$ cat src/rtl/xoro_pkg.sv
package xoro_pkg;

    localparam int WORD_W = 64;
    localparam int HALF_W = 32;
    localparam int IDX_W  = 7;

    // Operation codes carried in func
    localparam logic [1:0] FUNC_NEXT = 2'd0;
    localparam logic [1:0] FUNC_SEED = 2'd1;
    localparam logic [1:0] FUNC_JUMP = 2'd2;

    // SplitMix64 constants
    localparam logic [WORD_W-1:0] GOLDEN_GAMMA = 64'h9e3779b97f4a7c15;
    localparam logic [WORD_W-1:0] MIX_MUL1     = 64'hbf58476d1ce4e5b9;
    localparam logic [WORD_W-1:0] MIX_MUL2     = 64'h94d049bb133111eb;

    // Jump polynomial, upper word in the upper half
    localparam logic [2*WORD_W-1:0] JUMP_POLY =
        {64'h0992ccaf6a6fca05, 64'h2bd7a6a6e99c2ddc};

    // Shift and rotate amounts
    localparam int ROT_SUM = 17;
    localparam int ROT_A   = 49;
    localparam int SHL_B   = 21;
    localparam int ROT_B   = 28;
    localparam int XS1     = 30;
    localparam int XS2     = 27;
    localparam int XS3     = 31;

    typedef enum logic [3:0] {
        ST_INIT,
        ST_IDLE,
        ST_NEXT_SUM,
        ST_NEXT_OUT,
        ST_SEED_ADD,
        ST_MUL0,
        ST_MUL1,
        ST_MUL2,
        ST_MUL3,
        ST_JUMP,
        ST_JUMP_DONE
    } st_t;

    typedef struct packed {
        logic [WORD_W-1:0] w0;
        logic [WORD_W-1:0] w1;
    } pair_t;

    function automatic logic [WORD_W-1:0] rotl(input logic [WORD_W-1:0] v, input int k);
        return (v << k) | (v >> (WORD_W - k));
    endfunction

    // One xoroshiro128 state update (no output)
    function automatic pair_t advance(input pair_t s);
        logic [WORD_W-1:0] b;
        pair_t r;
        b    = s.w1 ^ s.w0;
        r.w0 = rotl(s.w0, ROT_A) ^ b ^ (b << SHL_B);
        r.w1 = rotl(b, ROT_B);
        return r;
    endfunction

endpackage

$ cat src/rtl/xoro_mul32.sv
// Registered 32x32 multiplier, shared by the three partial products of a truncated 64-bit multiply
module xoro_mul32 (
    input  logic                          clk,
    input  logic [xoro_pkg::HALF_W-1:0]   a,
    input  logic [xoro_pkg::HALF_W-1:0]   b,
    output logic [2*xoro_pkg::HALF_W-1:0] prod
);
    import xoro_pkg::*;

    logic [2*HALF_W-1:0] prod_reg;

    always_ff @(posedge clk)
    begin
        prod_reg <= {{HALF_W{1'b0}}, a} * {{HALF_W{1'b0}}, b};
    end

    assign prod = prod_reg;

endmodule

$ cat src/rtl/xoroshiro128pp_generator_unit.sv
// Channel   Direction  Handshake             Payload
// -------   ---------  --------------------  ---------------------------
// in        input      in_valid / in_ready   func[1:0], seed_value[63:0]
// out       output     out_valid / out_ready random_value[63:0]
//
// After the accepting edge in_ready stays low while the command runs: next takes two
// adder passes; reseed two SplitMix64 rounds (one add, two 64-bit multiplies on one
// registered 32x32 multiplier); jump 128 updates plus write-back; an unused code
// leaves in_ready high. After reset the seed-zero expansion holds in_ready low.
// in_ready is high only when the sequencer is idle. A finished output sits in the
// output register; a following next waits in its last cycle until that slot is free.
module xoroshiro128pp_generator_unit (
    input  logic                          clk,
    input  logic                          rst_n,
    input  logic                          in_valid,
    output logic                          in_ready,
    input  logic [1:0]                    func,
    input  logic [xoro_pkg::WORD_W-1:0]   seed_value,
    output logic                          out_valid,
    input  logic                          out_ready,
    output logic [xoro_pkg::WORD_W-1:0]   random_value
);
    import xoro_pkg::*;

    st_t                 state_reg, state_next;
    pair_t               s_reg, s_next;
    pair_t               acc_reg, acc_next;
    logic [IDX_W-1:0]    idx_reg, idx_next;
    logic [WORD_W-1:0]   ctr_reg, ctr_next;
    logic [WORD_W-1:0]   z_reg, z_next;
    logic [WORD_W-1:0]   mac_reg, mac_next;
    logic                word_reg, word_next;
    logic                msel_reg, msel_next;
    logic [WORD_W-1:0]   out_data_reg, out_data_next;
    logic                out_valid_reg, out_valid_next;

    logic [WORD_W-1:0]   add_a, add_b, add_sum;
    logic [HALF_W-1:0]   mul_a, mul_b;
    logic [2*HALF_W-1:0] prod;
    logic [WORD_W-1:0]   kmul;
    logic [WORD_W-1:0]   mix_word;
    logic                out_free;

    assign out_free = !out_valid_reg || out_ready;
    assign kmul     = msel_reg ? MIX_MUL2 : MIX_MUL1;

    // Shared multiplier
    xoro_mul32 u_mul (
        .clk  (clk),
        .a    (mul_a),
        .b    (mul_b),
        .prod (prod)
    );

    // Partial product select: lo*lo, lo*hi, hi*lo
    always_comb
    begin
        unique case (state_reg)
            ST_MUL1:
            begin
                mul_a = z_reg[HALF_W-1:0];
                mul_b = kmul[WORD_W-1:HALF_W];
            end
            ST_MUL2:
            begin
                mul_a = z_reg[WORD_W-1:HALF_W];
                mul_b = kmul[HALF_W-1:0];
            end
            default:
            begin
                mul_a = z_reg[HALF_W-1:0];
                mul_b = kmul[HALF_W-1:0];
            end
        endcase
    end

    // Shared 64-bit adder operand select
    always_comb
    begin
        unique case (state_reg)
            ST_SEED_ADD:
            begin
                add_a = ctr_reg;
                add_b = GOLDEN_GAMMA;
            end
            ST_MUL2, ST_MUL3:
            begin
                add_a = mac_reg;
                add_b = {prod[HALF_W-1:0], {HALF_W{1'b0}}};
            end
            ST_NEXT_SUM:
            begin
                add_a = s_reg.w0;
                add_b = s_reg.w1;
            end
            ST_NEXT_OUT:
            begin
                add_a = z_reg;
                add_b = s_reg.w0;
            end
            default:
            begin
                add_a = ctr_reg;
                add_b = GOLDEN_GAMMA;
            end
        endcase
    end

    assign add_sum  = add_a + add_b;
    assign mix_word = add_sum ^ (add_sum >> XS3);

    // Next state
    always_comb
    begin
        state_next = state_reg;
        unique case (state_reg)
            ST_INIT:
                state_next = ST_SEED_ADD;
            ST_IDLE:
            begin
                if (in_valid)
                begin
                    unique case (func)
                        FUNC_NEXT: state_next = ST_NEXT_SUM;
                        FUNC_SEED: state_next = ST_SEED_ADD;
                        FUNC_JUMP: state_next = ST_JUMP;
                        default:   state_next = ST_IDLE;
                    endcase
                end
            end
            ST_NEXT_SUM:
                state_next = ST_NEXT_OUT;
            ST_NEXT_OUT:
            begin
                if (out_free)
                    state_next = ST_IDLE;
            end
            ST_SEED_ADD:
                state_next = ST_MUL0;
            ST_MUL0:
                state_next = ST_MUL1;
            ST_MUL1:
                state_next = ST_MUL2;
            ST_MUL2:
                state_next = ST_MUL3;
            ST_MUL3:
            begin
                if (!msel_reg)
                    state_next = ST_MUL0;
                else if (!word_reg)
                    state_next = ST_SEED_ADD;
                else
                    state_next = ST_IDLE;
            end
            ST_JUMP:
            begin
                if (idx_reg == {IDX_W{1'b1}})
                    state_next = ST_JUMP_DONE;
            end
            ST_JUMP_DONE:
                state_next = ST_IDLE;
            default:
                state_next = ST_INIT;
        endcase
    end

    // Datapath and output updates
    always_comb
    begin
        s_next         = s_reg;
        acc_next       = acc_reg;
        idx_next       = idx_reg;
        ctr_next       = ctr_reg;
        z_next         = z_reg;
        mac_next       = mac_reg;
        word_next      = word_reg;
        msel_next      = msel_reg;
        out_data_next  = out_data_reg;
        out_valid_next = out_valid_reg && !out_ready;
        unique case (state_reg)
            ST_INIT:
            begin
                ctr_next  = '0;
                word_next = 1'b0;
            end
            ST_IDLE:
            begin
                if (in_valid)
                begin
                    unique case (func)
                        FUNC_SEED:
                        begin
                            ctr_next  = seed_value;
                            word_next = 1'b0;
                        end
                        FUNC_JUMP:
                        begin
                            acc_next = '0;
                            idx_next = '0;
                        end
                        default:
                        begin
                        end
                    endcase
                end
            end
            ST_NEXT_SUM:
                z_next = rotl(add_sum, ROT_SUM);
            ST_NEXT_OUT:
            begin
                if (out_free)
                begin
                    out_data_next  = add_sum;
                    out_valid_next = 1'b1;
                    s_next         = advance(s_reg);
                end
            end
            ST_SEED_ADD:
            begin
                ctr_next  = add_sum;
                z_next    = add_sum ^ (add_sum >> XS1);
                msel_next = 1'b0;
            end
            ST_MUL1:
                mac_next = prod;
            ST_MUL2:
                mac_next = add_sum;
            ST_MUL3:
            begin
                if (!msel_reg)
                begin
                    z_next    = add_sum ^ (add_sum >> XS2);
                    msel_next = 1'b1;
                end
                else if (!word_reg)
                begin
                    s_next.w0 = mix_word;
                    word_next = 1'b1;
                end
                else
                begin
                    s_next.w1 = mix_word;
                    // all-zero expansion is forced to a nonzero state
                    if (s_reg.w0 == '0 && mix_word == '0)
                        s_next.w0 = {{(WORD_W-1){1'b0}}, 1'b1};
                end
            end
            ST_JUMP:
            begin
                if (JUMP_POLY[idx_reg])
                    acc_next = acc_reg ^ s_reg;
                s_next   = advance(s_reg);
                idx_next = idx_reg + {{(IDX_W-1){1'b0}}, 1'b1};
            end
            ST_JUMP_DONE:
                s_next = acc_reg;
            default:
            begin
            end
        endcase
    end

    // Control registers
    always_ff @(posedge clk or negedge rst_n)
    begin
        if (!rst_n)
        begin
            state_reg     <= ST_INIT;
            idx_reg       <= '0;
            word_reg      <= 1'b0;
            msel_reg      <= 1'b0;
            out_valid_reg <= 1'b0;
        end
        else
        begin
            state_reg     <= state_next;
            idx_reg       <= idx_next;
            word_reg      <= word_next;
            msel_reg      <= msel_next;
            out_valid_reg <= out_valid_next;
        end
    end

    // Payload registers
    always_ff @(posedge clk)
    begin
        s_reg        <= s_next;
        acc_reg      <= acc_next;
        ctr_reg      <= ctr_next;
        z_reg        <= z_next;
        mac_reg      <= mac_next;
        out_data_reg <= out_data_next;
    end

    assign in_ready     = (state_reg == ST_IDLE);
    assign out_valid    = out_valid_reg;
    assign random_value = out_data_reg;

    // An idle generator never holds the all-zero state
    a_state_nonzero: assert property (@(posedge clk) disable iff (!rst_n)
        (state_reg == ST_IDLE) |-> ((s_reg.w0 | s_reg.w1) != '0))
        else $error("generator state is all zero while idle");

    // Jump counter rests at zero between jumps
    a_idx_idle: assert property (@(posedge clk) disable iff (!rst_n)
        (state_reg == ST_IDLE) |-> (idx_reg == '0))
        else $error("jump bit counter not cleared at idle");

    // Write-back follows the last polynomial bit
    a_jump_len: assert property (@(posedge clk) disable iff (!rst_n)
        (state_reg == ST_JUMP_DONE) |-> ($past(idx_reg) == {IDX_W{1'b1}}))
        else $error("jump ended before all polynomial bits");

    // A new output is only loaded when the output slot is free
    a_no_overwrite: assert property (@(posedge clk) disable iff (!rst_n)
        (out_valid_reg && !out_ready && state_reg == ST_NEXT_OUT) |=>
            (state_reg == ST_NEXT_OUT || state_reg == ST_IDLE) && out_valid_reg)
        else $error("pending output lost");

endmodule
$ cat config.mk
export PLATFORM = sky130hd
export DESIGN_NAME = xoroshiro128pp_generator_unit
export DESIGN_NICKNAME = d
export VERILOG_FILES = /design/src/rtl/xoro_pkg.sv /design/src/rtl/xoro_mul32.sv /design/src/rtl/xoroshiro128pp_generator_unit.sv
export SDC_FILE = /design/constraint.sdc
export NUM_CORES = 2
export LEC_CHECK = 0
export BUFFER_PORTS_ARGS = -buffer_cell sky130_fd_sc_hd__buf_2
export CAP_MARGIN = 25
export CELL_PAD_IN_SITES_DETAIL_PLACEMENT = 1
export CELL_PAD_IN_SITES_GLOBAL_PLACEMENT = 2
export CORE_ASPECT_RATIO = 1.2
export CORE_MARGIN = 2
export CORE_UTILIZATION = 43
export DETAILED_ROUTE_END_ITERATION = 12
export HOLD_SLACK_MARGIN = 0.05
export PLACE_DENSITY = 0.87
export SKIP_CTS_REPAIR_TIMING = 1
export SYNTH_ARGS = -nofsm -noshare
export SYNTH_HDL_FRONTEND = slang
export SYNTH_SLANG_ARGS = --single-unit
$ cat constraint.sdc
create_clock -name clk -period 10.3 [get_ports clk]
set_input_delay 0.515 -clock clk [delete_from_list [all_inputs] [get_ports clk]]
set_output_delay 0.515 -clock clk [all_outputs]
set_load 0.01 [all_outputs]
# ---- Word level (Yosys, flattened, before mapping)
# Memory sizes are Yosys's and may differ from the RTL's.
# Cells that the tools add are included.
dict set report op_classes {
  n_addsub 2
  n_mul 1
  order_cmp 1
  n_eq_ne 23
  n_mux 39
  n_bitwise 10
  reduce_logical 26
}
# op n
set ops {}
lappend ops {{64-bit case mux with 3 select lines} 4}
lappend ops {{128-bit two-way mux} 5}
lappend ops {{128-bit case mux with 4 select lines} 1}
lappend ops {{64-bit two-way mux} 6}
lappend ops {{128-bit case mux with 2 select lines} 1}
lappend ops {{64-bit XOR} 3}
lappend ops {{64-bit logical NOT} 2}
lappend ops {{64-bit case mux with 2 select lines} 1}
lappend ops {{128-bit XOR} 1}
lappend ops {{64-bit adder} 1}
lappend ops {{32-bit by 32-bit multiplier with 64-bit output} 1}
lappend ops {{32-bit two-way mux} 2}
lappend ops {{64-bit by 17-bit bitwise OR with 64-bit output} 1}
lappend ops {{64-bit by 28-bit bitwise OR with 64-bit output} 1}
lappend ops {{64-bit by 49-bit bitwise OR with 64-bit output} 1}
lappend ops {{64-bit by 33-bit XOR with 64-bit output} 1}
lappend ops {{64-bit by 34-bit XOR with 64-bit output} 1}
lappend ops {{64-bit by 37-bit XOR with 64-bit output} 1}
lappend ops {{62-bit two-way mux} 1}
lappend ops {{4-bit case mux with 11 select lines} 1}
lappend ops {{4-bit by 3-bit == test with 1-bit output (second input constant)} 4}
lappend ops {{4-bit AND reduction} 4}
lappend ops {{7-bit two-way mux} 2}
lappend ops {{2-bit != test (second input constant)} 7}
lappend ops {{28 further kinds} 49}
dict set report totals {
  regBits 590
  mem_bits_ro 128
  output_inout_bits 66
  wordCells 117
  n_memories 1
}
# name words width read_ports rd_ports_with_merged_regs write_ports line_no
set memory_table {}
lappend memory_table {{(no name shown)} 128 1 1 0 0 xoroshiro128pp_generator_unit.sv:250} ;# if (JUMP_POLY[idx_reg])

# ---- Logic depth before layout (Yosys ltp)
dict set report logic_depth {
  depth_word 11
  mapped_depth 38
  depth_no_buf 33
}

# ---- Cells and area by module
# A second synthesis with hierarchy kept.
dict set report hier_totals {
  hier_cells 6862
  hier_area_um2 67110.6
}
# mod n_inst cells_each area_each_um2
set modules_own_cells {}
lappend modules_own_cells {xoro_mul32 1 3720 34501.8}
lappend modules_own_cells {xoroshiro128pp_generator_unit 1 3142 32608.8}

# ---- Worst setup path before layout
# No wires, ideal clock.
dict set report synth_timing {
  kind {flip-flop to flip-flop}
  startpoint {reg state_reg[1]}
  endpoint {reg u_mul.prod_reg[62], in the netlist u_mul.prod[62]}
  setup_ps 127
  arrival_time_ps 9146
  t_required_ps 10173
  setup_slack_ps 1027
  path_stages_with_launch 35
  synth_period_minus_slack_ps 9273
  path_cell_list {dfrtp_1 -> clkbuf_1 -> clkbuf_1 -> nand3_1 -> clkbuf_1 -> clkbuf_1 -> ha_1 -> clkbuf_1 -> clkbuf_1 -> clkbuf_1 -> nor2_1 -> fa_1 -> fa_1 -> fa_1 -> inv_1 -> fa_1 -> inv_1 -> fa_1 -> fa_1 -> fa_1 -> fa_1 -> ha_1 -> clkbuf_1 -> a21o_1 -> a21o_1 -> a21oi_1 -> nor2b_1 -> o41ai_1 -> or4_1 -> o211a_1 -> o21ai_1 -> a311o_1 -> a41oi_1 -> o21ai_0 -> xor2_1}
}
dict set report synth_via {
  elab_chain_cells 3
  elab_cells_between_ends 5
}
# item line_no
set synth_lines {}
lappend synth_lines {{start: declaration} xoroshiro128pp_generator_unit.sv:25} ;# st_t state_reg, state_next;
lappend synth_lines {{start signal: assignment} xoroshiro128pp_generator_unit.sv:276} ;# state_reg <= state_next;
lappend synth_lines {{4-bit by 3-bit == test with 1-bit output} xoroshiro128pp_generator_unit.sv:58} ;# unique case (state_reg)
lappend synth_lines {{32-bit two-way mux} xoroshiro128pp_generator_unit.sv:58}
lappend synth_lines {{32-bit by 32-bit multiplier with 64-bit output (*)} xoro_mul32.sv:14} ;# prod_reg <= {{HALF_W{1'b0}}, a} * {{HALF_W{1'b0}}, b};
lappend synth_lines {{end signal: assignment} xoro_mul32.sv:14}
lappend synth_lines {{end: declaration} xoro_mul32.sv:10} ;# logic [2*HALF_W-1:0] prod_reg;
# Every way passes the cells marked *; elsewhere a longest branch is shown, timed or not.
# A chain may end at the register's enable or synchronous reset.

# ---- Final worst setup path
dict set report layout_timing {
  startpoint {reg state_reg[3]}
  endpoint {reg u_mul.prod_reg[62], in the netlist u_mul.prod[62]}
}
# Same word-level chain as after synthesis.

==> impl_metrics.yaml <==
placement:
  numPlacedInstances: 8184
  dpl_cell_area_um2: 66720
  place_congestion: 1.039
  buffers_added_on_ports: 135
  place.detailed.hpwl_mm: 229.4
timing:
  tightestPinTransition_ns: 1.694
  final_hold_viol_count: 0
  fin_setup_tns_ns: 0
  relSlewSlack_pct: -12.93
  clock-skew-final_ns: 0.09186
  setup_repair_after_global_routing_missed_its_margin: "false"
  final_max_slew_viol_count: 3
  final_period_minus_worst_setup_slack_ns: 10.13
  fin_hold_ws_ns: 0.08119
  setup_viol: 0
  fmax_ghz: 0.09872
  timing.final.crit_share_pct: 98.35
worst_setup_path:
  critical-path-top-cell-by-count: "sky130_fd_sc_hd__fa_1"
  data_arrival_at_the_endpoint_of_the_critical_path_ns: 10.75
  critical_path_required_ns: 10.92
  endpoint_kind: "flip-flop"
  startpoint_type: "flip-flop"
  crit_fanout: 104
  cp_slowest_stage_delay_ns: 0.69
  timing.critical_path.slowest_stage_cell: "sky130_fd_sc_hd__mux2i_1"
  critical_path_class: "reg -> reg"
run_status:
  result_of_the_run: "complete, but fails checks"
  violations: "slew limit"
synthesis:
  sequential_element_share_of_the_synthesized_area_pct: 26.97
  synth_top_flop_cell: "sky130_fd_sc_hd__edfxtp_1"
  async_flop_share_pct: 2.373
  synth_edf_count: 512
  post_synth_instance_area_um2: 63050
  synthesis.yosys.warnings: 0
  synthesized_area_per_cell_um2: 10.06
  synth.ff_latch_count: 590
  synth.net_count: 7566
  synth_cell_types: 92
  synth_instances: 6268
grt:
  grt_overflow: 0
  grtUsageTotal_pct: 39.05
  global_route_wire_length_before_repair_mm: 412.3
  number_of_antenna_violations_at_the_first_check_in_global_routing: 17
  pin_count_of_the_biggest_net_entering_global_routing: 105
  grt_pass1_vias: 54510
clocking:
  clk_path_buf_depth: 3
  cts.htree.levels: 2
  cts_inserted_buffers: 56
  insertion_delay_ns: 0.75
  tritoncts: "done"
  path_clk_slew_ns: 0.07
  total_clock_sinks: 590
  clock_tree.root_cell: "sky130_fd_sc_hd__clkbuf_16"
floorplanning:
  core.rowCount: 153
  top_level_ports: 136
  design.core.area_um2: 145300
  die_width_um: 353.5
  die-area_um2: 149700
  die_height_um: 423.5
  initial_core_util_pct: 43.39
drt:
  total_wire_length_mm: 294.6
  dr.first_iter.drc_count: 6956
  post_route_ant_nets: 0
  routed-via-count: 51590
  drt_pre_antenna_iters: 13
  post_drt_wl_per_cell_um: 35.46
  detail_route.drc_violations: 0
  viasPerCell: 6.209
cells_and_area:
  layoutNonFillerInstCount: 8309
  final_design_area_no_fill_um2: 68940
  area.growth.synth_to_final_pct: 9.351
  drive_above_1_share_pct: 9.807
  finish.net_count: 7614
job:
  drv.max_cap_violation_count: 0
min_path:
  worst_hold_path_type: "in -> reg"
path summary, 6_finish.rpt:
kind | slack [ns] | from | end | depth (start not counted)
min | 0.08 | seed_value[33] | ctr_reg[33]$_DFFE_PP_ | 3
max in group asynchronous | 9.78 | rst_n | state_reg[1]$_DFFE_PN0P_ | 2
min reg2reg | 0.51 | u_mul.prod[57]$_DFF_P_ | mac_reg[57]$_DFFE_PP_ | 2
max reg2reg | 0.17 | state_reg[3]$_DFFE_PN0P_ | u_mul.prod[62]$_DFF_P_ | 31
max | 0.17 | state_reg[3]$_DFFE_PN0P_ | u_mul.prod[62]$_DFF_P_ | 31
min in group asynchronous | 0.22 | rst_n | idx_reg[4]$_DFFE_PN0P_ | 2
final cells by class:
class,instances,area [um^2]
fillers,16040,76360
multi-input cells,4278,41090
flip-flops and latches,590,17010
inverters,1033,3881
repair buffers,357,2459
well taps,1937,2424
clock buffers,62,1486
clock inverters,43,570.5
diodes,9,22.52
stage by stage:
stage | util [%] | setup WS (ns)
after CTS | 47.34 | 0.2845
after detailed placement | 45.92 | 0.2765
final | 47.45 | 0.1700
after global routing | 47.44 | 0.002253
after global placement | 45.92 | 0.4591
after floorplan | - | 1.027
per-layer routing:
metal / global-route usage [%] / wire [um] / share of wire [%]
met5: 0 / 53 / 0.018
met4: 32.48 / 30680 / 10
met3: 9.049 / 28020 / 9.5
met2: 62.36 / 134800 / 46
met1: 44.62 / 101100 / 34
kinds of logic (layout without fill, tap and decap cells):
group,Yosys count,after routing,synth area share (%)
adder cells (fa/ha/maj),1228,1228,33.82
XOR/XNOR,560,560,7.916
AND/OR/NAND/NOR,1347,1347,9.605
flip-flops,590,590,26.97
multiplexers,75,75,1.330
AO/OA/AOI/OAI,1068,1068,11.92
other,0,9,0
buffers and inverters,1400,1495,8.428
cell usage in the layout, fill, tap and decap left out, drive strengths merged, types with 65 or more instances in the layout:
cell    instances
buf           352
a221oi         71
a221o          65
edfxtp        512
a222oi         78
nor2          516
nand2         448
xor2          157
ha            434
and2           81
xnor2         403
inv          1030
clkbuf         66
o21ai         219
a21o           85
a21oi         269
nand2b        109
fa            794
synthesized netlist by cell type, types with 7 or more instances:
library cell               instances  area (um^2)
sky130_fd_sc_hd__or3_1             9        56.30
sky130_fd_sc_hd__fa_1            794        15900
sky130_fd_sc_hd__o221ai_1         40        350.3
sky130_fd_sc_hd__mux2i_1          14        140.1
sky130_fd_sc_hd__o21ai_1          24        120.1
sky130_fd_sc_hd__o31ai_1          12        90.09
sky130_fd_sc_hd__ha_1            434         5430
sky130_fd_sc_hd__dfxtp_1          64         1281
sky130_fd_sc_hd__a222oi_1         78        780.8
sky130_fd_sc_hd__mux2_2           60        675.7
sky130_fd_sc_hd__xnor2_2           7        113.9
sky130_fd_sc_hd__a221o_1          64        640.6
sky130_fd_sc_hd__clkbuf_1        311         1167
sky130_fd_sc_hd__a22o_1           52        455.4
sky130_fd_sc_hd__nor2b_1          15        93.84
sky130_fd_sc_hd__nand4_1          43        269.0
sky130_fd_sc_hd__xnor2_1         395         3460
sky130_fd_sc_hd__buf_2            23        115.1
sky130_fd_sc_hd__nand3_1          27        135.1
sky130_fd_sc_hd__a311oi_1          7        61.31
sky130_fd_sc_hd__o21a_1           17        127.6
sky130_fd_sc_hd__a22oi_1          31        232.7
sky130_fd_sc_hd__and2_1           81        506.7
sky130_fd_sc_hd__or2_2             7        43.79
sky130_fd_sc_hd__nand2_1         446         1674
sky130_fd_sc_hd__o211ai_1         10        75.07
sky130_fd_sc_hd__clkinv_1          8        30.03
sky130_fd_sc_hd__o21ai_0         189        945.9
sky130_fd_sc_hd__edfxtp_1        512        15370
sky130_fd_sc_hd__a211oi_1         19        142.6
sky130_fd_sc_hd__buf_1            29        108.9
sky130_fd_sc_hd__dfrtp_1          14        350.3
sky130_fd_sc_hd__a21oi_1         265         1326
sky130_fd_sc_hd__and3_1           19        118.9
sky130_fd_sc_hd__nor4_1           21        131.4
sky130_fd_sc_hd__a31oi_1          18        112.6
sky130_fd_sc_hd__xor2_1          155         1358
sky130_fd_sc_hd__nor2_1          515         1933
sky130_fd_sc_hd__nor3_1           25        125.1
sky130_fd_sc_hd__nand2b_1        109        681.9
sky130_fd_sc_hd__inv_1          1021         3832
sky130_fd_sc_hd__a221oi_1         70        613.1
sky130_fd_sc_hd__a21o_1           85        638.1
sky130_fd_sc_hd__o21bai_1         30        225.2
sky130_fd_sc_hd__or4_1             7        52.55
critical path: cells and delay by family, from the launching register on:
family          cells  cell delay (ns)
compound gates      9             2.24
xor+xnor            2             0.27
fa+ha+maj           9             3.90
buf+inv             4             0.77
flops               1             0.48
mux                 1             0.69
simple gates        6             1.48
Power is left out: the tool's default activity adds up to more than one toggle a clock period on the data nets, which glitch-free logic cannot reach.
